===== config.mk =====
export PLATFORM = sky130hd
export DESIGN_NAME = multilevel_ready_queue
export DESIGN_NICKNAME = d
export VERILOG_FILES = /design/src/rtl/mrq_pkg.sv /design/src/rtl/mrq_ctrl.sv /design/src/rtl/mrq_datapath.sv /design/src/rtl/multilevel_ready_queue.sv
export SDC_FILE = /design/constraint.sdc
export NUM_CORES = 1
export LEC_CHECK = 0
export ABC_AREA = 0
export BUFFER_PORTS_ARGS = -buffer_cell sky130_fd_sc_hd__buf_4
export CAP_MARGIN = 20
export CELL_PAD_IN_SITES_DETAIL_PLACEMENT = 1
export CELL_PAD_IN_SITES_GLOBAL_PLACEMENT = 2
export CORE_MARGIN = 4
export CORE_UTILIZATION = 51
export CTS_CLUSTER_DIAMETER = 200
export DETAILED_ROUTE_END_ITERATION = 10
export PLACE_DENSITY_LB_ADDON = 0.12
export SLEW_MARGIN = 20
export SYNTH_ARGS = -nofsm -noshare
export SYNTH_HDL_FRONTEND = slang
export SYNTH_SLANG_ARGS = --single-unit

===== constraint.sdc =====
create_clock -name clk -period 5.1 [get_ports clk]
set_clock_uncertainty 0.15 [all_clocks]
set_input_delay 1.53 -clock clk [delete_from_list [all_inputs] [get_ports clk]]
set_output_delay 1.53 -clock clk [all_outputs]
set_load 0.005 [all_outputs]

===== src/rtl/mrq_pkg.sv =====
// Shared types and constants for the multilevel ready queue.
// Used by the controller, the datapath and the top level; no dependencies.
`timescale 1ns / 1ps

package mrq_pkg;

  localparam int NUM_LEVELS_DEF = 32;
  localparam int MAX_TASKS_DEF  = 64;

  localparam int ID_W      = 6;
  localparam int PRIO_W    = 5;
  localparam int S_TDATA_W = 16;
  localparam int M_TDATA_W = 8;

  localparam logic OP_INSERT  = 1'b0;
  localparam logic OP_DEQUEUE = 1'b1;

  typedef enum logic [1:0] {
    ST_IDLE,
    ST_INS_WR,
    ST_DEQ_LINK,
    ST_DEQ_WR
  } state_t;

  // Commands from the controller to the datapath.
  typedef struct packed {
    logic accept;
    logic ins_wr;
    logic deq_wr;
  } cmd_t;

  // Status from the datapath to the controller.
  typedef struct packed {
    logic op_dequeue;
    logic out_free;
  } status_t;

endpackage


===== src/rtl/mrq_ctrl.sv =====
// Controller of the multilevel ready queue: sequences one word at a time.
// Depends on mrq_pkg for the state, command and status types.
`timescale 1ns / 1ps

module mrq_ctrl (
  input  logic             clk,
  input  logic             rst,
  input  logic             s_tvalid,
  output logic             s_tready,
  input  mrq_pkg::status_t status,
  output mrq_pkg::cmd_t    cmd
);
  import mrq_pkg::*;

  state_t state;
  state_t state_next;

  always_ff @(posedge clk) begin
    if (rst) begin
      state <= ST_IDLE;
    end else begin
      state <= state_next;
    end
  end

  always_comb begin
    state_next = state;
    unique case (state)
      ST_IDLE: begin
        if (s_tvalid) begin
          state_next = status.op_dequeue ? ST_DEQ_LINK : ST_INS_WR;
        end
      end
      ST_INS_WR:   state_next = ST_IDLE;
      ST_DEQ_LINK: state_next = ST_DEQ_WR;
      ST_DEQ_WR: begin
        if (status.out_free) begin
          state_next = ST_IDLE;
        end
      end
      default:     state_next = ST_IDLE;
    endcase
  end

  always_comb begin
    s_tready   = 1'b0;
    cmd.accept = 1'b0;
    cmd.ins_wr = 1'b0;
    cmd.deq_wr = 1'b0;
    unique case (state)
      ST_IDLE: begin
        s_tready   = 1'b1;
        cmd.accept = s_tvalid;
      end
      ST_INS_WR:   cmd.ins_wr = 1'b1;
      ST_DEQ_LINK: cmd.deq_wr = 1'b0;
      ST_DEQ_WR:   cmd.deq_wr = status.out_free;
      default:     cmd.deq_wr = 1'b0;
    endcase
  end

endmodule


===== src/rtl/mrq_datapath.sv =====
// Datapath of the multilevel ready queue: head, tail and link memories,
// the non-empty bits with their priority encoder, and the output register.
// Depends on mrq_pkg for widths and the command and status types.
`timescale 1ns / 1ps

module mrq_datapath #(
  parameter int NUM_LEVELS = mrq_pkg::NUM_LEVELS_DEF,
  parameter int MAX_TASKS  = mrq_pkg::MAX_TASKS_DEF
) (
  input  logic                            clk,
  input  logic                            rst,
  input  logic [mrq_pkg::S_TDATA_W-1:0]   s_tdata,
  input  logic                            s_tuser,
  output logic [mrq_pkg::M_TDATA_W-1:0]   m_tdata,
  output logic                            m_tuser,
  output logic                            m_tvalid,
  input  logic                            m_tready,
  input  mrq_pkg::cmd_t                   cmd,
  output mrq_pkg::status_t                status
);
  import mrq_pkg::*;

  localparam int LVL_W  = $clog2(NUM_LEVELS);
  localparam int TASK_W = $clog2(MAX_TASKS);

  logic [ID_W-1:0]   head_mem [NUM_LEVELS];
  logic [ID_W-1:0]   tail_mem [NUM_LEVELS];
  logic [ID_W-1:0]   link_mem [MAX_TASKS];

  logic [NUM_LEVELS-1:0] nonempty;
  logic [ID_W-1:0]       in_task;
  logic [PRIO_W-1:0]     in_prio;
  logic [LVL_W-1:0]      in_lvl;
  logic [LVL_W-1:0]      enc_lvl;
  logic                  enc_any;
  logic [LVL_W-1:0]      rd_lvl;

  logic [LVL_W-1:0]      lvl_q;
  logic [ID_W-1:0]       task_q;
  logic                  ins_ok_q;
  logic                  found_q;
  logic [ID_W-1:0]       head_rd;
  logic [ID_W-1:0]       tail_rd;
  logic [ID_W-1:0]       link_rd;

  logic                  head_we;
  logic [ID_W-1:0]       head_wd;
  logic                  tail_we;
  logic                  link_we;
  logic                  ne_set;
  logic                  ne_clr;
  logic                  last_node;

  logic                  out_valid;
  logic [ID_W-1:0]       out_task;
  logic                  out_found;

  assign in_task = s_tdata[ID_W-1:0];
  assign in_prio = s_tdata[ID_W +: PRIO_W];
  assign in_lvl  = LVL_W'(in_prio);

  // Lowest-numbered non-empty level is the most urgent one.
  always_comb begin
    enc_lvl = '0;
    for (int i = NUM_LEVELS - 1; i >= 0; i--) begin
      if (nonempty[i]) begin
        enc_lvl = LVL_W'(i);
      end
    end
  end

  assign enc_any = |nonempty;

  // On accept the memories are read at the insert level or the encoded
  // dequeue level; data is ready the following cycle, then lvl_q holds it.
  always_comb begin
    if (cmd.accept) begin
      rd_lvl = (s_tuser == OP_DEQUEUE) ? enc_lvl : in_lvl;
    end else begin
      rd_lvl = lvl_q;
    end
  end

  always_ff @(posedge clk) begin
    if (cmd.accept) begin
      lvl_q    <= rd_lvl;
      task_q   <= in_task;
      ins_ok_q <= (int'(in_prio) < NUM_LEVELS) && (int'(in_task) < MAX_TASKS);
      found_q  <= enc_any;
    end
  end

  assign last_node = (head_rd == tail_rd);

  always_comb begin
    head_we = 1'b0;
    head_wd = task_q;
    tail_we = 1'b0;
    link_we = 1'b0;
    ne_set  = 1'b0;
    ne_clr  = 1'b0;
    if (cmd.ins_wr && ins_ok_q) begin
      tail_we = 1'b1;
      if (nonempty[lvl_q]) begin
        link_we = 1'b1;
      end else begin
        head_we = 1'b1;
        ne_set  = 1'b1;
      end
    end else if (cmd.deq_wr && found_q) begin
      if (last_node) begin
        ne_clr = 1'b1;
      end else begin
        head_we = 1'b1;
        head_wd = link_rd;
      end
    end
  end

  always_ff @(posedge clk) begin
    head_rd <= head_mem[rd_lvl];
    if (head_we) begin
      head_mem[lvl_q] <= head_wd;
    end
  end

  always_ff @(posedge clk) begin
    tail_rd <= tail_mem[rd_lvl];
    if (tail_we) begin
      tail_mem[lvl_q] <= task_q;
    end
  end

  always_ff @(posedge clk) begin
    link_rd <= link_mem[TASK_W'(head_rd)];
    if (link_we) begin
      link_mem[TASK_W'(tail_rd)] <= task_q;
    end
  end

  always_ff @(posedge clk) begin
    if (rst) begin
      nonempty <= '0;
    end else if (ne_set) begin
      nonempty[lvl_q] <= 1'b1;
    end else if (ne_clr) begin
      nonempty[lvl_q] <= 1'b0;
    end
  end

  always_ff @(posedge clk) begin
    if (rst) begin
      out_valid <= 1'b0;
    end else if (cmd.deq_wr) begin
      out_valid <= 1'b1;
    end else if (m_tready) begin
      out_valid <= 1'b0;
    end
  end

  always_ff @(posedge clk) begin
    if (cmd.deq_wr) begin
      out_task  <= found_q ? head_rd : '0;
      out_found <= found_q;
    end
  end

  assign m_tvalid          = out_valid;
  assign m_tdata           = M_TDATA_W'(out_task);
  assign m_tuser           = out_found;
  assign status.op_dequeue = (s_tuser == OP_DEQUEUE);
  assign status.out_free   = !out_valid || m_tready;

endmodule


===== src/rtl/multilevel_ready_queue.sv =====
// Top level of the multilevel ready queue of a task scheduler.
// Joins the controller (mrq_ctrl) and the datapath (mrq_datapath); uses mrq_pkg.
`timescale 1ns / 1ps
//
// The slave channel takes one command word at a time. tuser selects the
// operation: 0 appends the task in tdata at the tail of its priority level,
// 1 removes the head task of the most urgent non-empty level. An insert
// gives no result word; a dequeue gives exactly one on the master channel,
// with the task number in tdata and tuser high when a task was found
// (tuser low and tdata zero on an empty queue).
// An insert reads the tail memory at acceptance, then writes the tail and
// the link or head. A dequeue reads head and tail at acceptance, then the
// link memory, then updates the head or non-empty bit and loads the output
// register; its result word is valid once it is loaded. These serial reads
// set the sequence of steps; s_tready is high only between commands.
// The output register holds one result word; a new command is accepted while
// it waits, but a dequeue holds in its last step until that word is taken.
// Reset empties every level at once; no clearing pass is needed, since head,
// tail and link entries are used only after an insert has written them.

module multilevel_ready_queue #(
  parameter int NUM_LEVELS = mrq_pkg::NUM_LEVELS_DEF,
  parameter int MAX_TASKS  = mrq_pkg::MAX_TASKS_DEF
) (
  input  logic                          clk,
  input  logic                          rst,
  input  logic                          s_tvalid,
  output logic                          s_tready,
  input  logic [mrq_pkg::S_TDATA_W-1:0] s_tdata,  // task_id[5:0], priority_req[10:6]
  input  logic                          s_tuser,  // operation
  output logic                          m_tvalid,
  input  logic                          m_tready,
  output logic [mrq_pkg::M_TDATA_W-1:0] m_tdata,  // task_id_out[5:0]
  output logic                          m_tuser   // found
);
  import mrq_pkg::*;

  cmd_t    cmd;
  status_t status;

  mrq_ctrl u_ctrl (
    .clk      (clk),
    .rst      (rst),
    .s_tvalid (s_tvalid),
    .s_tready (s_tready),
    .status   (status),
    .cmd      (cmd)
  );

  mrq_datapath #(
    .NUM_LEVELS (NUM_LEVELS),
    .MAX_TASKS  (MAX_TASKS)
  ) u_datapath (
    .clk      (clk),
    .rst      (rst),
    .s_tdata  (s_tdata),
    .s_tuser  (s_tuser),
    .m_tdata  (m_tdata),
    .m_tuser  (m_tuser),
    .m_tvalid (m_tvalid),
    .m_tready (m_tready),
    .cmd      (cmd),
    .status   (status)
  );

endmodule


==> results of run 1 <==
-- worst max path at each step --
stage | endpoint | slack [ns] | cells past startpoint
2_1_floorplan | u_datapath.tail_rd[1]$_DFF_P_ | 1.33 | 10
3_3_place_gp | u_datapath.head_rd[1]$_DFF_P_ | 0.22 | 12
3_5_place_dp | u_datapath.tail_rd[4]$_DFF_P_ | 0.24 | 12
4_1_cts | u_datapath.tail_rd[4]$_DFF_P_ | 0.89 | 12
5_1_grt | u_datapath.tail_rd[3]$_DFF_P_ | 0.71 | 12
6_report | u_datapath.tail_rd[4]$_DFF_P_ | 0.81 | 12
-- flip-flops by register name, summed over array words and instances, names as in the netlist, 2 cells and up, named ones only --
| signal | cells |
|---|---|
| u_datapath.head_rd | 6 |
| u_datapath.task_q | 6 |
| u_datapath.link_mem | 384 |
| u_ctrl.state | 2 |
| u_datapath.tail_mem | 192 |
| u_datapath.out_task | 6 |
| u_datapath.tail_rd | 6 |
| u_datapath.head_mem | 192 |
| u_datapath.link_rd | 6 |
| u_datapath.lvl_q | 5 |
-- worst register-to-register path, stage by stage (launching register included) --
cell and delay (ns):
sky130_fd_sc_hd__edfxtp_1 0.57, sky130_fd_sc_hd__nand2_1 0.09, sky130_fd_sc_hd__nor2_1 0.57, sky130_fd_sc_hd__a22oi_1 0.20, sky130_fd_sc_hd__nand4_1 0.28, sky130_fd_sc_hd__nand2b_1 0.18
sky130_fd_sc_hd__nor2_1 0.25, sky130_fd_sc_hd__nand2_1 0.51, sky130_fd_sc_hd__nor2_1 0.72
-- metrics by stage --
step           hold WS (ns)  std cells    util  power, mW
2_1_floorplan        0.3295       2137       -      10.14
3_3_place_gp         0.3557       2940  0.5382      11.24
3_5_place_dp         0.3728       2941  0.5386      11.34
4_1_cts              0.3811       3103  0.5810      17.55
5_1_grt              0.3984       3103  0.5811      18.08
6_report             0.3835       3103  0.5811      17.43
-- placed cells by master (no fill, tap or decap), types with 25 or more instances in the layout --
master	count
sky130_fd_sc_hd__edfxtp_1	787
sky130_fd_sc_hd__nor2_1	156
sky130_fd_sc_hd__mux4_2	134
sky130_fd_sc_hd__nand3_1	125
sky130_fd_sc_hd__o21ai_0	119
sky130_fd_sc_hd__buf_4	96
sky130_fd_sc_hd__nand2_1	93
sky130_fd_sc_hd__clkbuf_16	89
sky130_fd_sc_hd__a21oi_1	78
sky130_fd_sc_hd__nand4_1	53
sky130_fd_sc_hd__dfxtp_1	50
sky130_fd_sc_hd__mux2_2	30
sky130_fd_sc_hd__a22oi_1	28
sky130_fd_sc_hd__or3_1	27
sky130_fd_sc_hd__a221o_1	25
sky130_fd_sc_hd__o211ai_1	25
sky130_fd_sc_hd__clkbuf_1	25
-- cells by family after synthesis --
kind of cell / after synthesis / synth area share
DFF: 840 / 0.7212
and+or+nand+nor: 530 / 0.07714
AOI/OAI and AO/OA: 403 / 0.07812
buffers and inverters: 191 / 0.02364
muxes: 165 / 0.09829
xor gates and xnor gates: 6 / 0.001535
other: 1 / 0.0001095
-- cell type report --
| class | instances | area [µm²] |
|---|---|---|
| Clock buffer | 122 | 2431 |
| Clock inverter | 40 | 371.6 |
| Fill cell | 5980 | 27690 |
| Inverter | 25 | 93.84 |
| Multi-Input combinational cell | 1106 | 8800 |
| Sequential cell | 840 | 24700 |
| Tap cell | 864 | 1081 |
| Timing Repair Buffer | 106 | 928.4 |
-- per-layer routing --
metal | up-vias | track usage
met5 | - | 0.01486
met4 | 2 | 0.06011
met3 | 129 | 0.06330
met2 | 678 | 0.4197
met1 | 10596 | 0.3825
li1 | 8636 | -
-- synth_stat cells, drive strengths merged, types with 3 or more instances --
cell	count	area (µm²)
o211ai	25	187.7
nor3b	4	35.03
clkbuf	97	364.1
xnor2	4	35.03
o311ai	3	33.79
a211oi	24	180.2
mux2	30	337.8
nand2b	8	50.05
inv	25	93.84
a22oi	28	210.2
o2111ai	24	210.2
nand2	94	355.3
and2	8	50.05
dfxtp	53	1061
nand4	53	331.6
edfxtp	787	23630
nor2	159	604.3
nand3b	5	37.54
o221ai	24	210.2
nor4	19	181.4
nor3	8	45.04
mux4	134	3018
o21ai	132	664.4
a221o	25	250.2
or4	5	48.79
nand3	125	625.6
a21oi	79	395.4
buf	69	351.6
nor2b	8	50.05
o31a	3	27.53
or3	29	191.4
o22ai	25	206.5
-- power by group --
| part | switching [mW] | internal (mW) |
|---|---|---|
| combinational | 1.90 | 1.41 |
| clock | 2.65 | 3.60 |
| sequential | 0.183 | 7.69 |
==> out/results.env, run 1 <==
RUN_STATUS='finished, final reports clean'
ROUTABILITYCONGESTION=0.8701
ACHIEVABLE-FREQUENCY_MHz=233.2
CRITICAL-PATH-MAX-STAGE-DELAY_NS=0.88
AREA_GROWTH_PCT=12.17
SYNTH.CELL_AREA_UM2=34240
VDD_IR_DROP_MAX_V=0.0003828
GRT_PASS1_VIAS=20892
CRITICAL_PATH_CLASS='in2reg'
SYNTH_CELL_TYPE_COUNT=64
CP_NUM_BUF_INV=4
WORST_REG2REG_PATH_STARTPOINT='u_datapath.lvl_q[2]$_DFFE_PP_'
GR-USAGE-ALL-LAYERS=0.2660
TRITONCTS='yes'
CLOCK_SINK_COUNT=840
TOP_LAYER='met5'
YOSYSSEQAREASHARE=0.7212
FINAL_PERIOD_MINUS_WORST_SETUP_SLACK_NS=4.288
KIND_OF_CELL_ADDING_THE_MOST_DELAY_TO_THE_CRITICAL_PATH='simple AND/OR/NAND/NOR gates'
CTS_HOLD_REPAIR.BUFFERS=0
TIMING.CRITICAL_PATH.REQUIRED_NS=5.48
POWER_DENSITY_nW_PER_UM2=453.8
FLOORPLAN.INITIALDENSITY=0.5180
WL_PER_CELL_UM=30.23
WL_MM=93.80
SHARE_OF_CELLS_ABOVE_DRIVE_STRENGTH_1=0.2001
DESIGN_AREA_UM2=38410
MAXSLEWVIOLCOUNT=0
GLOBAL_ROUTE_WIRE_LENGTH_BEFORE_REPAIR_MM=139.3
FINALHOLDVIOLCOUNT=0
ASYNC_FLOP_SHARE=0
TIMING_WORST_SLEW_PIN_VALUE_NS=1.114
MET2_LENGTH_MM=44.55
POSTCTSSETUPBUFFERS=0
DETAIL-ROUTE-ANTENNA-NETS=0
POST_CTS.RESIZED_INSTANCES=0
SETUP_VIOL=0
CRITPATHMAXFANOUT=25
R2R_CELLS=8
POST-DP-HPWL_MM=59.96
DRT_PRE_ANTENNA_ITERS=5
MET1WIRELENGTH_MM=39.82
POWER.LEAKAGE_nW=11.98
DETAILROUTE.VIA_COUNT=20041
WORSTSETUPSTARTPOINTTYPE='primary input'
ROWS=94
HOLD_PATH_DEPTH=2
MET3_LENGTH_MM=7.198
IO_PINS=32
ANTENNA_VIOLATIONS_BEFORE_REPAIR=2
DIE_WIDTH_UM=267.1
GRT_MAX_DEGREE=98
GRT_SETUP_UNREPAIRED='false'
CRITICAL_PATH.ENDPOINT_TYPE='flip-flop'
INSERTION_DELAY_NS=0.64
CLK_ROOT_BUFFER_CELL='sky130_fd_sc_hd__clkbuf_16'
SETUP-TNS-FINAL_NS=0
ANTENNA-DIODE-COUNT=0
DETAIL_ROUTE.ITER0.VIOLATIONS=2047
SYNTH-WARNING-COUNT=0
CLKTRANSATPATHREGS_NS=0.06
CORE-AREA_UM2=66100
PATH_COMMON_CELL='sky130_fd_sc_hd__buf_4'
POST-ROUTE-DRC-COUNT=0
GRT_REMAINING_OVERFLOW=0
FINALWORSTSETUPSLACK_NS=0.8124
WORSTPATHCELLLIST='buf_4 -> nor3b_4 -> buf_4 -> nor2_1 -> nor4_1 -> o311a_2 -> buf_4 -> nor3_2 -> buf_4 -> a221o_1 -> o22ai_1 -> nor4_2'
CRITICAL-PATH-SLOWEST-CELL='sky130_fd_sc_hd__nor3_2'
DESIGN.FINAL.NETS=2188
CRITICAL_PATH.STARTPOINT='s_tvalid'
PLACEMENT.SETUP.WORST_SLACK_NS=0.2430
SLEW_HEADROOM=0.2532
CLOCK_TREE.BUFFER_DEPTH=3
DIE-HEIGHT_UM=267.1
TRITONCTS.NUM_BUFFERS=88
R2R_SETUP_SLACK_NS=1.22
DIE_AREA_UM2=71350
WORST_R2R_ENDPOINT='u_datapath.link_mem[5][0]$_DFFE_PP_'
POST_SYNTH.CELL_AREA_AVG_UM2=16.03
PLACED_CELL_AREA_UM2=35600
TIMING.CRITICAL_PATH.ARRIVAL_NS=4.66
YS_SEQ_ELEMENTS=840
SYNTHESIS.INSTANCES=2136
FINALCRITPERIODSHARE=0.8407
POST_SYNTH_EDFFS=787
CLOCK_TREE.HTREE_LEVEL_COUNT=3
CAP_VIOL_MAX_COUNT=0
HP-CLASS='reg2reg'
IO_BUFFERS=24
VIAS_PER_CELL=6.459
SYNTH_FLOP_CELL='sky130_fd_sc_hd__edfxtp_1'
No activity file was read; power rests on OpenSTA's default activity.
==> inputs of run 2 (changes only) <==
--- a/config.mk
+++ b/config.mk
@@ -11,7 +11,7 @@
 export CELL_PAD_IN_SITES_DETAIL_PLACEMENT = 1
 export CELL_PAD_IN_SITES_GLOBAL_PLACEMENT = 2
 export CORE_MARGIN = 4
-export CORE_UTILIZATION = 51
+export CORE_UTILIZATION = 43
 export CTS_CLUSTER_DIAMETER = 200
 export DETAILED_ROUTE_END_ITERATION = 10
 export PLACE_DENSITY_LB_ADDON = 0.12
==> constraint.sdc (replaced) <==
create_clock -name clk -period 3.8 [get_ports clk]
set_clock_uncertainty 0.15 [all_clocks]
set_input_delay 1.14 -clock clk [delete_from_list [all_inputs] [get_ports clk]]
set_output_delay 1.14 -clock clk [all_outputs]
set_load 0.005 [all_outputs]
==> out/results.env, run 2 (synthesis gave the netlist of run 1 again) <==
INTPOWER_mW=17.53  # was 12.70 mW
SETUP_VIOL=0  # unchanged
CORE-AREA_UM2=79000  # was 66100 µm²
CRITICAL_PATH_CLASS='reg2reg'  # was in2reg
RUN_STATUS='finished, final reports clean'  # unchanged
DETAIL_ROUTE.ITER0.VIOLATIONS=1705  # was 2047
IO_PINS=32  # unchanged
AREA_GROWTH_PCT=16.13  # was 12.17%
PATH_COMMON_CELL='sky130_fd_sc_hd__nor2_1'  # was sky130_fd_sc_hd__buf_4
HP-CLASS='reg2reg'  # unchanged
POST-DP-HPWL_MM=63.13  # was 59.96 mm
FLOORPLAN.INITIALDENSITY=0.4334  # was 0.5180
P_SEQ_FRAC=0.440  # was 0.452
PLACEMENT.SETUP.WORST_SLACK_NS=-0.1023  # was 0.2430 ns
GR-USAGE-ALL-LAYERS=0.2315  # was 0.2660
FINALCRITPERIODSHARE=0.9260
POST_CTS.RESIZED_INSTANCES=0  # unchanged
DIE_AREA_UM2=84210  # was 71350 µm²
KIND_OF_CELL_ADDING_THE_MOST_DELAY_TO_THE_CRITICAL_PATH='simple AND/OR/NAND/NOR gates'  # unchanged
CTS_HOLD_REPAIR.BUFFERS=0  # unchanged
INSERTION_DELAY_NS=0.65  # was 0.64 ns
POSTCTSSETUPBUFFERS=0  # unchanged
FINAL_PERIOD_MINUS_WORST_SETUP_SLACK_NS=3.519
SLEW_HEADROOM=0.3820  # was 0.2532
GLOBAL_ROUTE_WIRE_LENGTH_BEFORE_REPAIR_MM=145.3  # was 139.3 mm
ROUTABILITYCONGESTION=0.8078  # was 0.8701
DIE-HEIGHT_UM=290.2  # was 267.1 µm
CLOCK_TREE.BUFFER_DEPTH=3  # unchanged
PLACED_CELL_AREA_UM2=36790  # was 35600 µm²
LAYOUT_COMMONEST_CELL='sky130_fd_sc_hd__edfxtp_1'  # unchanged
DIE_WIDTH_UM=290.2  # was 267.1 µm
TRITONCTS.NUM_BUFFERS=91  # was 88
CLKTRANSATPATHREGS_NS=0.06  # about the same
DRT_PRE_ANTENNA_ITERS=5  # unchanged
CP_NUM_BUF_INV=1  # was 4
DETAILROUTE.VIA_COUNT=20228  # was 20041
FINALHOLDVIOLCOUNT=0  # unchanged
MAXSLEWVIOLCOUNT=0  # unchanged
TRITONCTS='yes'  # unchanged
SWSHARE=0.2737  # was 0.2713
DESIGN.FINAL.NETS=2276  # was 2188
ACHIEVABLE-FREQUENCY_MHz=284.2
CAP_VIOL_MAX_COUNT=0  # unchanged
GRT_PASS1_VIAS=21341  # was 20892
POWER.LEAKAGE_nW=12.60  # was 11.98 nW
SEQCELLAREA_UM2=24700  # unchanged
ANTENNA_VIOLATIONS_BEFORE_REPAIR=3  # was 2
WL_MM=97.62  # was 93.80 mm
R2R_SETUP_SLACK_NS=0.28  # was 1.22 ns
VDD_IR_DROP_MAX_V=0.0004053  # was 0.0003828 V
LARGEST-REGISTER='u_datapath.link_mem'  # unchanged
CRITICAL_PATH.ENDPOINT_TYPE='flip-flop'  # unchanged
FLIP_FLOP_COUNT_OF_THE_LARGEST_REGISTER_ALL_COPIES_AND_WORDS_ADDED=384  # unchanged
PLACE_INST=3212  # was 2941
POWER_DENSITY_nW_PER_UM2=606.8  # was 453.8 nW/µm²
GRT_SETUP_UNREPAIRED='false'  # unchanged
WORSTSETUPSTARTPOINTTYPE='flip-flop'  # was primary input
CLOCK_TREE.HTREE_LEVEL_COUNT=3  # unchanged
DETAIL-ROUTE-ANTENNA-NETS=0  # unchanged
IO_BUFFERS=24  # unchanged
MOST-COMMON-LAYOUT-CELLS='sky130_fd_sc_hd__edfxtp_1, sky130_fd_sc_hd__nor2_1, sky130_fd_sc_hd__buf_4, sky130_fd_sc_hd__mux4_2, sky130_fd_sc_hd__nand3_1'  # was sky130_fd_sc_hd__edfxtp_1, sky130_fd_sc_hd__nor2_1, sky130_fd_sc_hd__mux4_2, sky130_fd_sc_hd__nand3_1, sky130_fd_sc_hd__o21ai_0
VIAS_PER_CELL=5.983  # was 6.459
SHARE_OF_CELLS_ABOVE_DRIVE_STRENGTH_1=0.2300  # was 0.2001
GRT_REMAINING_OVERFLOW=0  # unchanged
GRT_MAX_DEGREE=68  # was 98
POST-ROUTE-DRC-COUNT=0  # unchanged
DESIGN_AREA_UM2=39770  # was 38410 µm²
POWER_FRAC_COMB=0.194  # was 0.190
WL_PER_CELL_UM=28.87  # was 30.23 µm
P_CLK_FRAC=0.366  # was 0.358
TIMING.CRITICAL_PATH.ARRIVAL_NS=3.63  # was 4.66 ns
CRITICAL-PATH-SLOWEST-CELL='sky130_fd_sc_hd__edfxtp_1'  # was sky130_fd_sc_hd__nor3_2
SWITCHING_POWER_mW=6.605  # was 4.729 mW
FILL_CELLS=7411  # was 5980
MULTIINPUTGATEAREA_UM2=8806  # was 8800 µm²
CLOCK_SINK_COUNT=840  # unchanged
FINALWORSTSETUPSLACK_NS=0.2813  # was 0.8124 ns
FINISH.CELL_COUNT_WITHOUT_FILLERS=3381  # was 3103
CRITPATHMAXFANOUT=13  # was 25
ROWS=103  # was 94
TIMING.CRITICAL_PATH.REQUIRED_NS=3.91  # was 5.48 ns
CLK_ROOT_BUFFER_CELL='sky130_fd_sc_hd__clkbuf_16'  # unchanged
REGISTERS_WITH_THE_MOST_FLIP_FLOPS='u_datapath.link_mem x384, u_datapath.head_mem x192, u_datapath.tail_mem x192'  # unchanged
CRITICAL-PATH-MAX-STAGE-DELAY_NS=0.78  # was 0.88 ns
WORSTPATHCELLLIST='mux4_2 -> a22oi_1 -> nand4_1 -> nand2b_1 -> nor2_1 -> nand3_1 -> buf_12 -> nor2_1'  # was buf_4 -> nor3b_4 -> buf_4 -> nor2_1 -> nor4_1 -> o311a_2 -> buf_4 -> nor3_2 -> buf_4 -> a221o_1 -> o22ai_1 -> nor4_2
TIMING_WORST_SLEW_PIN_VALUE_NS=0.9270  # was 1.114 ns
[run 2: power by group through the flow]
stage               registers (mW)  clock network, mW  logic (mW)
floorplan                     10.6                  0        3.01
global placement              10.8                  0        4.64
detailed placement            10.8                  0        4.70
CTS                           10.6               8.99        4.71
global route                  10.6               9.44        4.99
finish                        10.6               8.83        4.67
[run 2: worst paths after layout]
| check | startpoint | endpoint | cells past startpoint |
|---|---|---|---|
| worst min-delay path | flip-flop | flip-flop | 2 |
| worst max register to register | u_datapath.lvl_q[1]$_DFFE_PP_ | u_datapath.link_mem[31][0]$_DFFE_PP_ | 8 |
| worst min register to register | flip-flop | flip-flop | 2 |
| worst max-delay path | u_datapath.lvl_q[1]$_DFFE_PP_ | u_datapath.link_mem[31][0]$_DFFE_PP_ | 8 |
[run 2: tightest hold or removal path: stages (launching register included)]
cell and delay, ns:
sky130_fd_sc_hd__dfxtp_1 0.34, sky130_fd_sc_hd__o21ai_0 0.09, sky130_fd_sc_hd__a21oi_1 0.06
[run 2: layout make-up]
class | instances | area share
sequential | 840 | 0.6212
clock buffer | 117 | 0.06098
timing repair buffer | 191 | 0.04707
multi-input combinational | 1106 | 0.2214
antenna | 1 | 0.00006293
clock inverter | 51 | 0.01384
inverter | 25 | 0.002360
tap | 1050 | 0.03304
[run 2: through the flow]
stage	setup TNS (ns)	power, mW	util	hold WS [ns]
after floorplan	0	13.61	-	0.3295
after CTS	0	24.33	0.5033	0.3847
after detailed placement	-0.2144	15.52	0.4657	0.3746
after global placement	-0.2877	15.46	0.4657	0.3537
final	0	24.13	0.5034	0.3875
after global routing	0	25.06	0.5033	0.4282
[run 2: per-layer routing]
metal	vias to the layer above	share of wire	track usage
met1	10697	0.43	0.3298
li1	8812	-	-
met5	-	0	0
met3	111	0.074	0.05640
met2	608	0.48	0.3661
met4	0	0.017	0.05002
==> inputs of run 3 (changes only) <==
--- a/config.mk
+++ b/config.mk
@@ -11,10 +11,11 @@
 export CELL_PAD_IN_SITES_DETAIL_PLACEMENT = 1
 export CELL_PAD_IN_SITES_GLOBAL_PLACEMENT = 2
 export CORE_MARGIN = 4
-export CORE_UTILIZATION = 43
+export CORE_UTILIZATION = 24
 export CTS_CLUSTER_DIAMETER = 200
 export DETAILED_ROUTE_END_ITERATION = 10
 export PLACE_DENSITY_LB_ADDON = 0.12
+export SKIP_CTS_REPAIR_TIMING = 1
 export SLEW_MARGIN = 20
 export SYNTH_ARGS = -nofsm -noshare
 export SYNTH_HDL_FRONTEND = slang
==> out/results.env, run 3 (synthesis gave the netlist of run 1 again) <==
WORSTPATHCELLLIST='mux4_2 -> a22oi_1 -> nand4_1 -> nand2b_1 -> nor2_1 -> nand3_1 -> buf_4 -> nor2_1'  # was mux4_2 -> a22oi_1 -> nand4_1 -> nand2b_1 -> nor2_1 -> nand3_1 -> buf_12 -> nor2_1
ANTENNA_VIOLATIONS_BEFORE_REPAIR=4  # was 3
FINALHOLDVIOLCOUNT=0  # unchanged
TRITONCTS.NUM_BUFFERS=97  # was 91
SLEW_HEADROOM=0.3590  # was 0.3820
CRITICAL-PATH-MAX-STAGE-DELAY_NS=0.79  # was 0.78 ns
PLACEMENT.SETUP.WORST_SLACK_NS=-0.1604  # was -0.1023 ns
CRITICAL-PATH-SLOWEST-CELL='sky130_fd_sc_hd__edfxtp_1'  # unchanged
INSERTION_DELAY_NS=0.70  # was 0.65 ns
POST-ROUTE-DRC-COUNT=0  # unchanged
LARGEST-REGISTER='u_datapath.link_mem'  # unchanged
POWER_DENSITY_nW_PER_UM2=595.6  # was 606.8 nW/µm²
GRT_MAX_DEGREE=71  # was 68
DIE_WIDTH_UM=385.7  # was 290.2 µm
SETUP_VIOL=0  # unchanged
WORSTSETUPSTARTPOINTTYPE='flip-flop'  # unchanged
GRT_SETUP_UNREPAIRED='false'  # unchanged
TIMING_WORST_SLEW_PIN_VALUE_NS=0.9615  # was 0.9270 ns
PATH_COMMON_CELL='sky130_fd_sc_hd__nor2_1'  # unchanged
MOST-COMMON-LAYOUT-CELLS='sky130_fd_sc_hd__edfxtp_1, sky130_fd_sc_hd__buf_4, sky130_fd_sc_hd__nor2_1, sky130_fd_sc_hd__mux4_2, sky130_fd_sc_hd__nand3_1'  # was sky130_fd_sc_hd__edfxtp_1, sky130_fd_sc_hd__nor2_1, sky130_fd_sc_hd__buf_4, sky130_fd_sc_hd__mux4_2, sky130_fd_sc_hd__nand3_1
FINALWORSTSETUPSLACK_NS=0.3148  # was 0.2813 ns
CRITICAL_PATH_CLASS='reg2reg'  # unchanged
CLOCK_SINK_COUNT=840  # unchanged
CLOCK_TREE.HTREE_LEVEL_COUNT=3  # unchanged
VIAS_PER_CELL=4.763  # was 5.983
FLIP_FLOP_COUNT_OF_THE_LARGEST_REGISTER_ALL_COPIES_AND_WORDS_ADDED=384  # unchanged
FINAL_PERIOD_MINUS_WORST_SETUP_SLACK_NS=3.485  # was 3.519 ns
RUN_STATUS='finished, final reports clean'  # unchanged
AREA_GROWTH_PCT=21.16  # was 16.13%
CAP_VIOL_MAX_COUNT=0  # unchanged
CP_NUM_BUF_INV=1  # unchanged
DETAIL-ROUTE-ANTENNA-NETS=0  # unchanged
DRT_PRE_ANTENNA_ITERS=5  # unchanged
POST-DP-HPWL_MM=76.44  # was 63.13 mm
MAXSLEWVIOLCOUNT=0  # unchanged
CRITPATHMAXFANOUT=10  # was 13
PLACE_INST=4106  # was 3212
KIND_OF_CELL_ADDING_THE_MOST_DELAY_TO_THE_CRITICAL_PATH='simple AND/OR/NAND/NOR gates'  # unchanged
CLK_ROOT_BUFFER_CELL='sky130_fd_sc_hd__clkbuf_16'  # unchanged
CORE-AREA_UM2=141600  # was 79000 µm²
DETAILROUTE.VIA_COUNT=20422  # was 20228
TIMING.CRITICAL_PATH.ARRIVAL_NS=3.65  # was 3.63 ns
DIE-HEIGHT_UM=385.7  # was 290.2 µm
CRITICAL_PATH.ENDPOINT_TYPE='flip-flop'  # unchanged
IO_PINS=32  # unchanged
TIMING.CRITICAL_PATH.REQUIRED_NS=3.97  # was 3.91 ns
DETAIL_ROUTE.ITER0.VIOLATIONS=1532  # was 1705
DIE_AREA_UM2=148800  # was 84210 µm²
CLOCK_TREE.BUFFER_DEPTH=3  # unchanged
SHARE_OF_CELLS_ABOVE_DRIVE_STRENGTH_1=0.2479  # was 0.2300
FINALCRITPERIODSHARE=0.9172  # was 0.9260
IO_BUFFERS=24  # unchanged
VDD_IR_DROP_MAX_V=0.0003532  # was 0.0004053 V
FINISH.CELL_COUNT_WITHOUT_FILLERS=4288  # was 3381
CLKTRANSATPATHREGS_NS=0.06  # about the same
GRT_REMAINING_OVERFLOW=0  # unchanged
ACHIEVABLE-FREQUENCY_MHz=286.9  # was 284.2 MHz
HP-CLASS='reg2reg'  # unchanged
GLOBAL_ROUTE_WIRE_LENGTH_BEFORE_REPAIR_MM=165.8  # was 145.3 mm
ROWS=138  # was 103
POST-ROUTE-UTIL=0.2930  # was 0.5034
ROUTABILITYCONGESTION=0.7563  # was 0.8078
GR-USAGE-ALL-LAYERS=0.1552  # was 0.2315
WL_MM=114.6  # was 97.62 mm
WL_PER_CELL_UM=26.72  # was 28.87 µm
DESIGN.FINAL.NETS=2336  # was 2276
TRITONCTS='yes'  # unchanged
GRT_PASS1_VIAS=21947  # was 21341
POWER.LEAKAGE_nW=12.97  # was 12.60 nW
REGISTERS_WITH_THE_MOST_FLIP_FLOPS='u_datapath.link_mem x384, u_datapath.head_mem x192, u_datapath.tail_mem x192'  # unchanged
HOLD_SLACK_NS=0.3776  # was 0.3875 ns
FLOORPLAN.INITIALDENSITY=0.2418  # was 0.4334
LAYOUT_COMMONEST_CELL='sky130_fd_sc_hd__edfxtp_1'  # unchanged
run 3: cell types whose count changed in the layout (fill, tap and decap cells not counted), moves of 2 or more:
cell,delta
sky130_fd_sc_hd__buf_12,+14
sky130_fd_sc_hd__buf_4,+40
sky130_fd_sc_hd__bufinv_16,-5
sky130_fd_sc_hd__clkbuf_1,+3
sky130_fd_sc_hd__clkbuf_16,+9
sky130_fd_sc_hd__clkinv_1,+6
sky130_fd_sc_hd__clkinvlp_4,-2
run 3: layout make-up:
cell class	instances	area [µm²]
Clock inverter	50	385.4
Clock buffer	130	2675
Fill cell	14871	100100
Timing Repair Buffer	245	2452
Multi-Input combinational cell	1106	8806
Antenna cell	2	5.005
Inverter	25	93.84
Tap cell	1890	2365
Sequential cell	840	24700
run 3: worst register-to-register path: cells and delay by family, from the launching register on:
kind | cells | cell delay, ns
buf+inv | 1 | 0.23
flops | 1 | 0.79
compound gates | 1 | 0.11
simple gates | 5 | 1.48
mux | 1 | 0.36
run 3: path summary, 6_finish.rpt:
check,start,to,slack [ns],cells after the start
worst max-delay path,u_datapath.lvl_q[1]$_DFFE_PP_,u_datapath.link_mem[7][0]$_DFFE_PP_,0.31,8
worst min-delay path,flip-flop,flip-flop,0.38,2
worst max register to register,u_datapath.lvl_q[1]$_DFFE_PP_,u_datapath.link_mem[7][0]$_DFFE_PP_,0.31,8
worst min register to register,flip-flop,flip-flop,0.38,2
run 3: per-layer routing:
| metal | GRT usage | routed length, µm |
|---|---|---|
| met5 | 0 | 0 |
| met4 | 0.03943 | 2081 |
| met3 | 0.02111 | 4246 |
| met2 | 0.2440 | 52730 |
| met1 | 0.2260 | 55500 |
run 3: where the power goes:
group          switching [mW]  leakage, nW  internal [mW]
Sequential              0.334         7.52           10.3
Combinational            2.81         3.95           2.21
Clock                    3.84         1.50           5.20
Total                    6.98         13.0           17.7
run 3: stage by stage:
step,cell area (µm²),TNS [ns],total power [mW]
global placement,38420,-0.6182,15.98
detailed placement,38420,-0.5337,16.01
global route,41480,0,25.77
finish,41490,0,24.71
CTS,41480,0,25.19
floorplan,34250,0,13.61
